## src/design/mp3f_pkg.sv

```systemverilog
`default_nettype none

package mp3f_pkg;

  // action codes
  localparam logic [2:0] ActRxByte  = 3'd0;
  localparam logic [2:0] ActPlay    = 3'd1;
  localparam logic [2:0] ActVolume  = 3'd2;
  localparam logic [2:0] ActPause   = 3'd3;
  localparam logic [2:0] ActResume  = 3'd4;
  localparam logic [2:0] ActStorage = 3'd5;

  // frame bytes
  localparam logic [7:0] FrameStart = 8'h7E;
  localparam logic [7:0] FrameVer   = 8'hFF;
  localparam logic [7:0] FrameLen   = 8'h06;
  localparam logic [7:0] FrameEnd   = 8'hEF;
  localparam logic [7:0] FrameZero  = 8'h00;

  // command codes
  localparam logic [7:0] CmdPlay     = 8'h03;
  localparam logic [7:0] CmdVolume   = 8'h06;
  localparam logic [7:0] CmdPause    = 8'h0E;
  localparam logic [7:0] CmdResume   = 8'h0D;
  localparam logic [7:0] CmdStorage  = 8'h09;
  localparam logic [7:0] CmdFinished = 8'h3D;

  localparam logic [7:0] StorageData = 8'h02;
  localparam logic [7:0] VolMax      = 8'd30;
  localparam logic [7:0] VolNone     = 8'hFF;

  // receive matcher positions
  localparam logic [2:0] PosWaitStart = 3'd0;
  localparam logic [2:0] PosLastByte  = 3'd7;

  typedef struct packed {
    logic [2:0] action;
    logic [7:0] value;
  } in_t;

  typedef struct packed {
    logic [7:0] tx_byte;
    logic       tx_valid;
    logic       last;
    logic       playing;
    logic       finished_seen;
  } out_t;

  // one queued job: either a full command frame or a single idle result
  typedef struct packed {
    logic       is_frame;
    logic [7:0] cmd;
    logic [7:0] data_l;
    logic       playing;
    logic       finished;
  } job_t;

endpackage

`default_nettype wire

```

## src/design/mp3_module_command_framer.sv

```systemverilog
// An accepted item enters the job queue; the output register takes its first result when
// the serialiser starts on the job. A command frame is 8 bytes, sent one frame byte per cycle
// while the output is not stalled; a received byte or an idle item gives a single result.
// A short job queue lets the input side run ahead of the serialiser by QueueDepth items.
// Reset: asynchronous, active low; matcher waits for a start byte, not playing, no volume sent.
`default_nettype none

module mp3_module_command_framer #(
  parameter int unsigned QueueDepth = 2
) (
  input  wire             clk_i,
  input  wire             rst_ni,
  input  wire             in_valid_i,
  input  mp3f_pkg::in_t   in_data_i,
  output logic            in_stall_o,
  output logic            out_valid_o,
  output mp3f_pkg::out_t  out_data_o,
  input  wire             out_stall_i
);

  mp3f_pkg::job_t new_job, head_job;
  logic           q_full, q_valid, q_pop, in_accept;

  assign in_stall_o = q_full;
  assign in_accept  = in_valid_i && !q_full;

  mp3f_front u_front (
    .clk_i    (clk_i),
    .rst_ni   (rst_ni),
    .accept_i (in_accept),
    .item_i   (in_data_i),
    .job_o    (new_job)
  );

  mp3f_queue #(
    .Depth (QueueDepth)
  ) u_queue (
    .clk_i       (clk_i),
    .rst_ni      (rst_ni),
    .push_i      (in_accept),
    .push_data_i (new_job),
    .full_o      (q_full),
    .pop_i       (q_pop),
    .valid_o     (q_valid),
    .head_o      (head_job)
  );

  mp3f_back u_back (
    .clk_i       (clk_i),
    .rst_ni      (rst_ni),
    .job_valid_i (q_valid),
    .job_i       (head_job),
    .job_pop_o   (q_pop),
    .out_valid_o (out_valid_o),
    .out_data_o  (out_data_o),
    .out_stall_i (out_stall_i)
  );

`ifndef SYNTHESIS
  a_pop_needs_entry: assert property (@(posedge clk_i) disable iff (!rst_ni)
    q_pop |-> q_valid)
    else $error("queue popped while empty");

  a_idle_is_last: assert property (@(posedge clk_i) disable iff (!rst_ni)
    (out_valid_o && !out_data_o.tx_valid) |-> (out_data_o.last && out_data_o.tx_byte == 8'd0))
    else $error("idle result not single and zero");

  a_finished_not_playing: assert property (@(posedge clk_i) disable iff (!rst_ni)
    (out_valid_o && out_data_o.finished_seen) |-> !out_data_o.playing)
    else $error("finished frame left playing set");

  a_frame_ends_with_end_byte: assert property (@(posedge clk_i) disable iff (!rst_ni)
    (out_valid_o && out_data_o.tx_valid && out_data_o.last) |->
      (out_data_o.tx_byte == mp3f_pkg::FrameEnd))
    else $error("frame not closed by end byte");
`endif

endmodule

`default_nettype wire

```

## src/design/mp3f_front.sv

```systemverilog
`default_nettype none

module mp3f_front (
  input  wire             clk_i,
  input  wire             rst_ni,
  input  wire             accept_i,
  input  mp3f_pkg::in_t   item_i,
  output mp3f_pkg::job_t  job_o
);

  logic [2:0] frame_pos_q, frame_pos_d;
  logic [7:0] rx_cmd_q, rx_cmd_d;
  logic       playing_q, playing_d;
  logic [7:0] last_vol_q, last_vol_d;
  logic [7:0] vol_sat;
  logic       finished;

  assign vol_sat = (item_i.value > mp3f_pkg::VolMax) ? mp3f_pkg::VolMax : item_i.value;

  always_comb begin
    frame_pos_d = frame_pos_q;
    rx_cmd_d    = rx_cmd_q;
    playing_d   = playing_q;
    last_vol_d  = last_vol_q;
    finished    = 1'b0;
    job_o.is_frame = 1'b0;
    job_o.cmd      = mp3f_pkg::FrameZero;
    job_o.data_l   = mp3f_pkg::FrameZero;
    unique case (item_i.action)
      mp3f_pkg::ActRxByte: begin
        unique case (frame_pos_q)
          3'd0: frame_pos_d = (item_i.value == mp3f_pkg::FrameStart) ? 3'd1 : 3'd0;
          3'd1: frame_pos_d = (item_i.value == mp3f_pkg::FrameVer) ? 3'd2 : 3'd0;
          3'd2: frame_pos_d = (item_i.value == mp3f_pkg::FrameLen) ? 3'd3 : 3'd0;
          3'd3: begin
            rx_cmd_d    = item_i.value;
            frame_pos_d = 3'd4;
          end
          3'd4: frame_pos_d = 3'd5;
          3'd5: frame_pos_d = 3'd6;
          3'd6: frame_pos_d = mp3f_pkg::PosLastByte;
          default: begin
            if (item_i.value == mp3f_pkg::FrameEnd && rx_cmd_q == mp3f_pkg::CmdFinished) begin
              playing_d = 1'b0;
              finished  = 1'b1;
            end
            frame_pos_d = mp3f_pkg::PosWaitStart;
          end
        endcase
      end
      mp3f_pkg::ActPlay: begin
        if (item_i.value != 8'd0) begin
          playing_d      = 1'b1;
          job_o.is_frame = 1'b1;
          job_o.cmd      = mp3f_pkg::CmdPlay;
          job_o.data_l   = item_i.value;
        end
      end
      mp3f_pkg::ActVolume: begin
        if (vol_sat != last_vol_q) begin
          last_vol_d     = vol_sat;
          job_o.is_frame = 1'b1;
          job_o.cmd      = mp3f_pkg::CmdVolume;
          job_o.data_l   = vol_sat;
        end
      end
      mp3f_pkg::ActPause: begin
        playing_d      = 1'b0;
        job_o.is_frame = 1'b1;
        job_o.cmd      = mp3f_pkg::CmdPause;
      end
      mp3f_pkg::ActResume: begin
        playing_d      = 1'b1;
        job_o.is_frame = 1'b1;
        job_o.cmd      = mp3f_pkg::CmdResume;
      end
      mp3f_pkg::ActStorage: begin
        job_o.is_frame = 1'b1;
        job_o.cmd      = mp3f_pkg::CmdStorage;
        job_o.data_l   = mp3f_pkg::StorageData;
      end
      default: ; // unused codes give one idle result
    endcase
    job_o.playing  = playing_d;
    job_o.finished = finished;
  end

  always_ff @(posedge clk_i or negedge rst_ni) begin
    if (!rst_ni) begin
      frame_pos_q <= mp3f_pkg::PosWaitStart;
      rx_cmd_q    <= 8'd0;
      playing_q   <= 1'b0;
      last_vol_q  <= mp3f_pkg::VolNone;
    end else if (accept_i) begin
      frame_pos_q <= frame_pos_d;
      rx_cmd_q    <= rx_cmd_d;
      playing_q   <= playing_d;
      last_vol_q  <= last_vol_d;
    end
  end

endmodule

`default_nettype wire

```

## src/design/mp3f_queue.sv

```systemverilog
`default_nettype none

module mp3f_queue #(
  parameter int unsigned Depth = 2
) (
  input  wire             clk_i,
  input  wire             rst_ni,
  input  wire             push_i,
  input  mp3f_pkg::job_t  push_data_i,
  output logic            full_o,
  input  wire             pop_i,
  output logic            valid_o,
  output mp3f_pkg::job_t  head_o
);

  localparam int unsigned AddrW = (Depth > 1) ? $clog2(Depth) : 1;
  localparam int unsigned CntW  = $clog2(Depth + 1);
  localparam logic [AddrW-1:0] LastAddr = AddrW'(Depth - 1);
  localparam logic [CntW-1:0]  FullCnt  = CntW'(Depth);
  localparam logic [AddrW-1:0] AddrOne  = AddrW'(1);
  localparam logic [CntW-1:0]  CntOne   = CntW'(1);

  mp3f_pkg::job_t mem_q [Depth];
  logic [AddrW-1:0] wr_ptr_q, wr_ptr_d, rd_ptr_q, rd_ptr_d;
  logic [CntW-1:0]  count_q, count_d;

  assign full_o  = (count_q == FullCnt);
  assign valid_o = (count_q != '0);
  assign head_o  = mem_q[rd_ptr_q];

  always_comb begin
    wr_ptr_d = wr_ptr_q;
    rd_ptr_d = rd_ptr_q;
    count_d  = count_q;
    if (push_i) begin
      wr_ptr_d = (wr_ptr_q == LastAddr) ? '0 : wr_ptr_q + AddrOne;
    end
    if (pop_i) begin
      rd_ptr_d = (rd_ptr_q == LastAddr) ? '0 : rd_ptr_q + AddrOne;
    end
    if (push_i && !pop_i) begin
      count_d = count_q + CntOne;
    end else if (pop_i && !push_i) begin
      count_d = count_q - CntOne;
    end
  end

  always_ff @(posedge clk_i) begin
    if (push_i) begin
      mem_q[wr_ptr_q] <= push_data_i;
    end
  end

  always_ff @(posedge clk_i or negedge rst_ni) begin
    if (!rst_ni) begin
      wr_ptr_q <= '0;
      rd_ptr_q <= '0;
      count_q  <= '0;
    end else begin
      wr_ptr_q <= wr_ptr_d;
      rd_ptr_q <= rd_ptr_d;
      count_q  <= count_d;
    end
  end

endmodule

`default_nettype wire

```

## src/design/mp3f_back.sv

```systemverilog
`default_nettype none

module mp3f_back (
  input  wire             clk_i,
  input  wire             rst_ni,
  input  wire             job_valid_i,
  input  mp3f_pkg::job_t  job_i,
  output logic            job_pop_o,
  output logic            out_valid_o,
  output mp3f_pkg::out_t  out_data_o,
  input  wire             out_stall_i
);

  logic [2:0]     idx_q, idx_d;
  logic           out_valid_q, out_valid_d;
  mp3f_pkg::out_t out_q, out_d;
  logic           take;
  logic           final_byte;
  logic [7:0]     frame_byte;

  // output register free or being emptied this cycle
  assign take       = job_valid_i && (!out_valid_q || !out_stall_i);
  assign final_byte = !job_i.is_frame || (idx_q == 3'd7);
  assign job_pop_o  = take && final_byte;

  always_comb begin
    unique case (idx_q)
      3'd0:    frame_byte = mp3f_pkg::FrameStart;
      3'd1:    frame_byte = mp3f_pkg::FrameVer;
      3'd2:    frame_byte = mp3f_pkg::FrameLen;
      3'd3:    frame_byte = job_i.cmd;
      3'd4:    frame_byte = mp3f_pkg::FrameZero;
      3'd5:    frame_byte = mp3f_pkg::FrameZero;   // data high is zero for every command
      3'd6:    frame_byte = job_i.data_l;
      default: frame_byte = mp3f_pkg::FrameEnd;
    endcase
  end

  always_comb begin
    idx_d       = idx_q;
    out_d       = out_q;
    out_valid_d = out_valid_q && out_stall_i;
    if (take) begin
      out_valid_d         = 1'b1;
      out_d.tx_byte       = job_i.is_frame ? frame_byte : 8'd0;
      out_d.tx_valid      = job_i.is_frame;
      out_d.last          = final_byte;
      out_d.playing       = job_i.playing;
      out_d.finished_seen = job_i.finished && !job_i.is_frame;
      idx_d               = final_byte ? 3'd0 : idx_q + 3'd1;
    end
  end

  always_ff @(posedge clk_i) begin
    out_q <= out_d;
  end

  always_ff @(posedge clk_i or negedge rst_ni) begin
    if (!rst_ni) begin
      idx_q       <= 3'd0;
      out_valid_q <= 1'b0;
    end else begin
      idx_q       <= idx_d;
      out_valid_q <= out_valid_d;
    end
  end

  assign out_valid_o = out_valid_q;
  assign out_data_o  = out_q;

endmodule

`default_nettype wire

```

## config.mk

```make
export PLATFORM = sky130hd
export DESIGN_NAME = mp3_module_command_framer
export DESIGN_NICKNAME = d
export VERILOG_FILES = /design/src/design/mp3f_pkg.sv /design/src/design/mp3_module_command_framer.sv /design/src/design/mp3f_front.sv /design/src/design/mp3f_queue.sv /design/src/design/mp3f_back.sv
export SDC_FILE = /design/constraint.sdc
export NUM_CORES = 1
export LEC_CHECK = 0
export BUFFER_PORTS_ARGS = -buffer_cell sky130_fd_sc_hd__buf_2
export CORE_AREA = 2 2 109 111
export DETAILED_ROUTE_END_ITERATION = 16
export DIE_AREA = 0 0 111 113
export GPL_TIMING_DRIVEN = 0
export PLACE_DENSITY_LB_ADDON = 0.3
export REMOVE_ABC_BUFFERS = 1
export SYNTH_ARGS = -nofsm -noshare
export SYNTH_HDL_FRONTEND = slang
export SYNTH_SLANG_ARGS = --single-unit
```

## constraint.sdc

```tcl
create_clock -name clk_i -period 3.7 [get_ports clk_i]
set_input_delay 0.37 -clock clk_i [delete_from_list [all_inputs] [get_ports clk_i]]
set_output_delay 0.37 -clock clk_i [all_outputs]
set_load 0.01 [all_outputs]
```

==> flow_summary.toml <==
[outcome]
status = "finished clean"

[clock_network]
clock_tree.buffer_depth = 2
post_cts_buffers = 0
cts_hold_buffers = 0
clock_latency_ns = 0.33
clk_pin_slew_worst_paths_ns = 0.06
cts_root_buf = "clkbuf_16"
cts-resized-gates = 0
cts-buffers-inserted = 9
tritoncts = "done"
h-tree-depth = 3
cts.sinks = 70

[worst_setup_path]
cp_data_required_time_ns = 3.96
end_kind = "register"
rrSetupSlack_ns = 1.05
reg2regPathDepth = 6
setup.worst_path.start = "u_queue.rd_ptr_q"
worstSetupPathType = "reg -> reg"
r2r_start = "u_queue.rd_ptr_q"
crit_fanout = 16
critPathLaunchType = "register"
cp.arrival_ns = 2.91

[logic_synthesis]
synth-adder-area-share = 0.02645
synthSimpleGateAreaFrac = 0.1315
synth_compound_area_frac = 0.1016
synthCells = 271
async_flop_share = 0.4000
synth_edf_count = 42
synthMuxAreaShare = 0.08689
syn_area_sq_um = 3312
seq_area_frac_synth = 0.5954
avgSynthCellArea_sq_um = 12.22
synth-warning-count = 0
yosys_register_bits = 70
synth_top_family_by_area = "simple AND/OR/NAND/NOR gates"
synth_ff_type = "edfxtp_1"
yosysUniqueCellTypes = 46
synth_xor_area_frac = 0.02116

[placed_design]
port_buffers = 28
post-place-ws_ns = 0.9095
hpwl_mm = 4.589
place.gp.congestion = 0.8075
numPlacedInstances = 427
placed_area_sq_um = 3557

[die]
dieArea_sq_um = 12540
die_w_um = 111
num_io_pins = 29
die_h_um = 113
start_util = 0.2938
core_region_area_sq_um = 11270
rows = 39

[hold_path]
hp-class = "in -> async"

[timing]
hold-worst-slack_ns = 0.05389
finClkSkew_ns = 0.004335
grt_setup_unrepaired = "false"
worstMarginPinSlew_ns = 1.279
drv_slew = 0
fin_ws_ns = 1.050
finalCritPeriodShare = 0.7162
finalSetupViolCount = 0
hold_viol = 0
fin_tns_setup_ns = 0
max_freq_ghz = 0.3774
fin_crit_ns = 2.650
slew_headroom = 0.1445

[finish]
layout.cells.non_filler = 443
antenna_cells = 0
final_cell_mix = "edfxtp_1, buf_2, mux2_2"
fill_cells = 1094
drive_gt1_frac = 0.2767
synthToLayoutAreaGrowth_pct = 17.08
stdcell_area_sq_um = 3877
final_common_cell = "edfxtp_1"
final_nets = 317

[power]
cellPowerDensity_nw_per_um2 = 760.5
ir_drop_mv = 0.4101
leakage_nw = 1.525

[flow_run]
max_cap_viol_count = 0

[detailed_routing]
vias = 2166
vias_per_cell = 4.889
dr.pass1.iters = 4
detail_route.iter0.violations = 141
totalWireLength_mm = 6.559
drc_errors = 0
ant_nets = 0
wl_per_cell_um = 14.81

[global_routing]
grt_usage = 0.1136
grt_max_degree = 29
grt_pass1_wl_mm = 11.17
overflow = 0
antenna_found_initial = 0
grt_pass1_vias = 2213
[cell families (layout without fill, tap and decap cells)]
| kind of cell | after synthesis | count (layout) |
|---|---|---|
| simple gates | 82 | 82 |
| flops | 70 | 70 |
| fa+ha+maj | 7 | 7 |
| buf+inv | 28 | 57 |
| mux | 26 | 26 |
| compound gates | 50 | 50 |
| xor+xnor | 8 | 8 |
[layout make-up]
class	count	area [sq um]	share of cell area
Inverter	13	48.80	0.01258
Timing Repair Buffer	28	140.1	0.03614
Multi-Input combinational cell	173	1217	0.3140
Clock inverter	7	95.09	0.02452
Sequential cell	70	1972	0.5086
Clock buffer	9	225.2	0.05808
Tap cell	143	178.9	0.04614
[per-layer routing]
layer / track usage / vias to the layer above / share of wire
met5: 0 / - / 0
met4: 0.05417 / 0 / 0.020
met3: 0.03749 / 10 / 0.048
met2: 0.1701 / 53 / 0.45
met1: 0.1492 / 1053 / 0.48
li1: - / 1050 / -
[where the power goes]
part	internal (mW)	leakage, nW	total, mW	switching, mW
clock network	0.591	0.156	0.918	0.327
logic	0.321	0.619	0.770	0.450
registers	1.13	0.749	1.26	0.129
total	2.04	1.52	2.95	0.906
[flip-flops by register name (all words and copies together) (netlist names)]
register / flops
u_queue.count_q: 2
u_back.out_valid_o: 1
u_back.out_data_o: 12
u_front.playing_q: 1
u_front.rx_cmd_q: 8
u_queue.wr_ptr_q: 1
u_front.last_vol_q: 8
u_front.frame_pos_q: 3
u_queue.rd_ptr_q: 1
u_queue.mem_q: 30
u_back.idx_q: 3
[cells in the mapped netlist (7+ instances only)]
cell type / count / area share
dfstp_2: 8 / 0.063
o21ai_0: 9 / 0.014
mux2_2: 22 / 0.075
edfxtp_1: 42 / 0.38
clkbuf_1: 10 / 0.011
a21oi_1: 14 / 0.021
ha_1: 7 / 0.026
nor2_1: 15 / 0.017
nand2_1: 21 / 0.024
inv_1: 13 / 0.015
dfrtp_1: 20 / 0.15
[worst max-delay path, cell delays in order, from the launching register on]
cell     delay, ns
dfrtp_1       0.79
mux2i_1       0.72
or2_2         0.29
nand2_1       0.10
ha_1          0.37
nor2_1        0.14
xor2_1        0.16
[worst paths after layout]
check,end
setup / recovery,u_queue.count_q[1]
hold / removal,u_back.idx_q[0]
setup reg to reg,u_queue.count_q[1]
hold reg to reg,u_front.last_vol_q[0]
max in group asynchronous,u_front.rx_cmd_q[2]
min in group clk_i,u_back.out_valid_o
[through the flow]
step	utilization	total power, mW
after floorplan	-	1.794
after global placement	0.3156	2.033
after detailed placement	0.3156	2.052
after CTS	0.3440	2.980
after global routing	0.3440	3.129
final	0.3440	2.949
No activity file was read; power rests on OpenSTA's default activity.
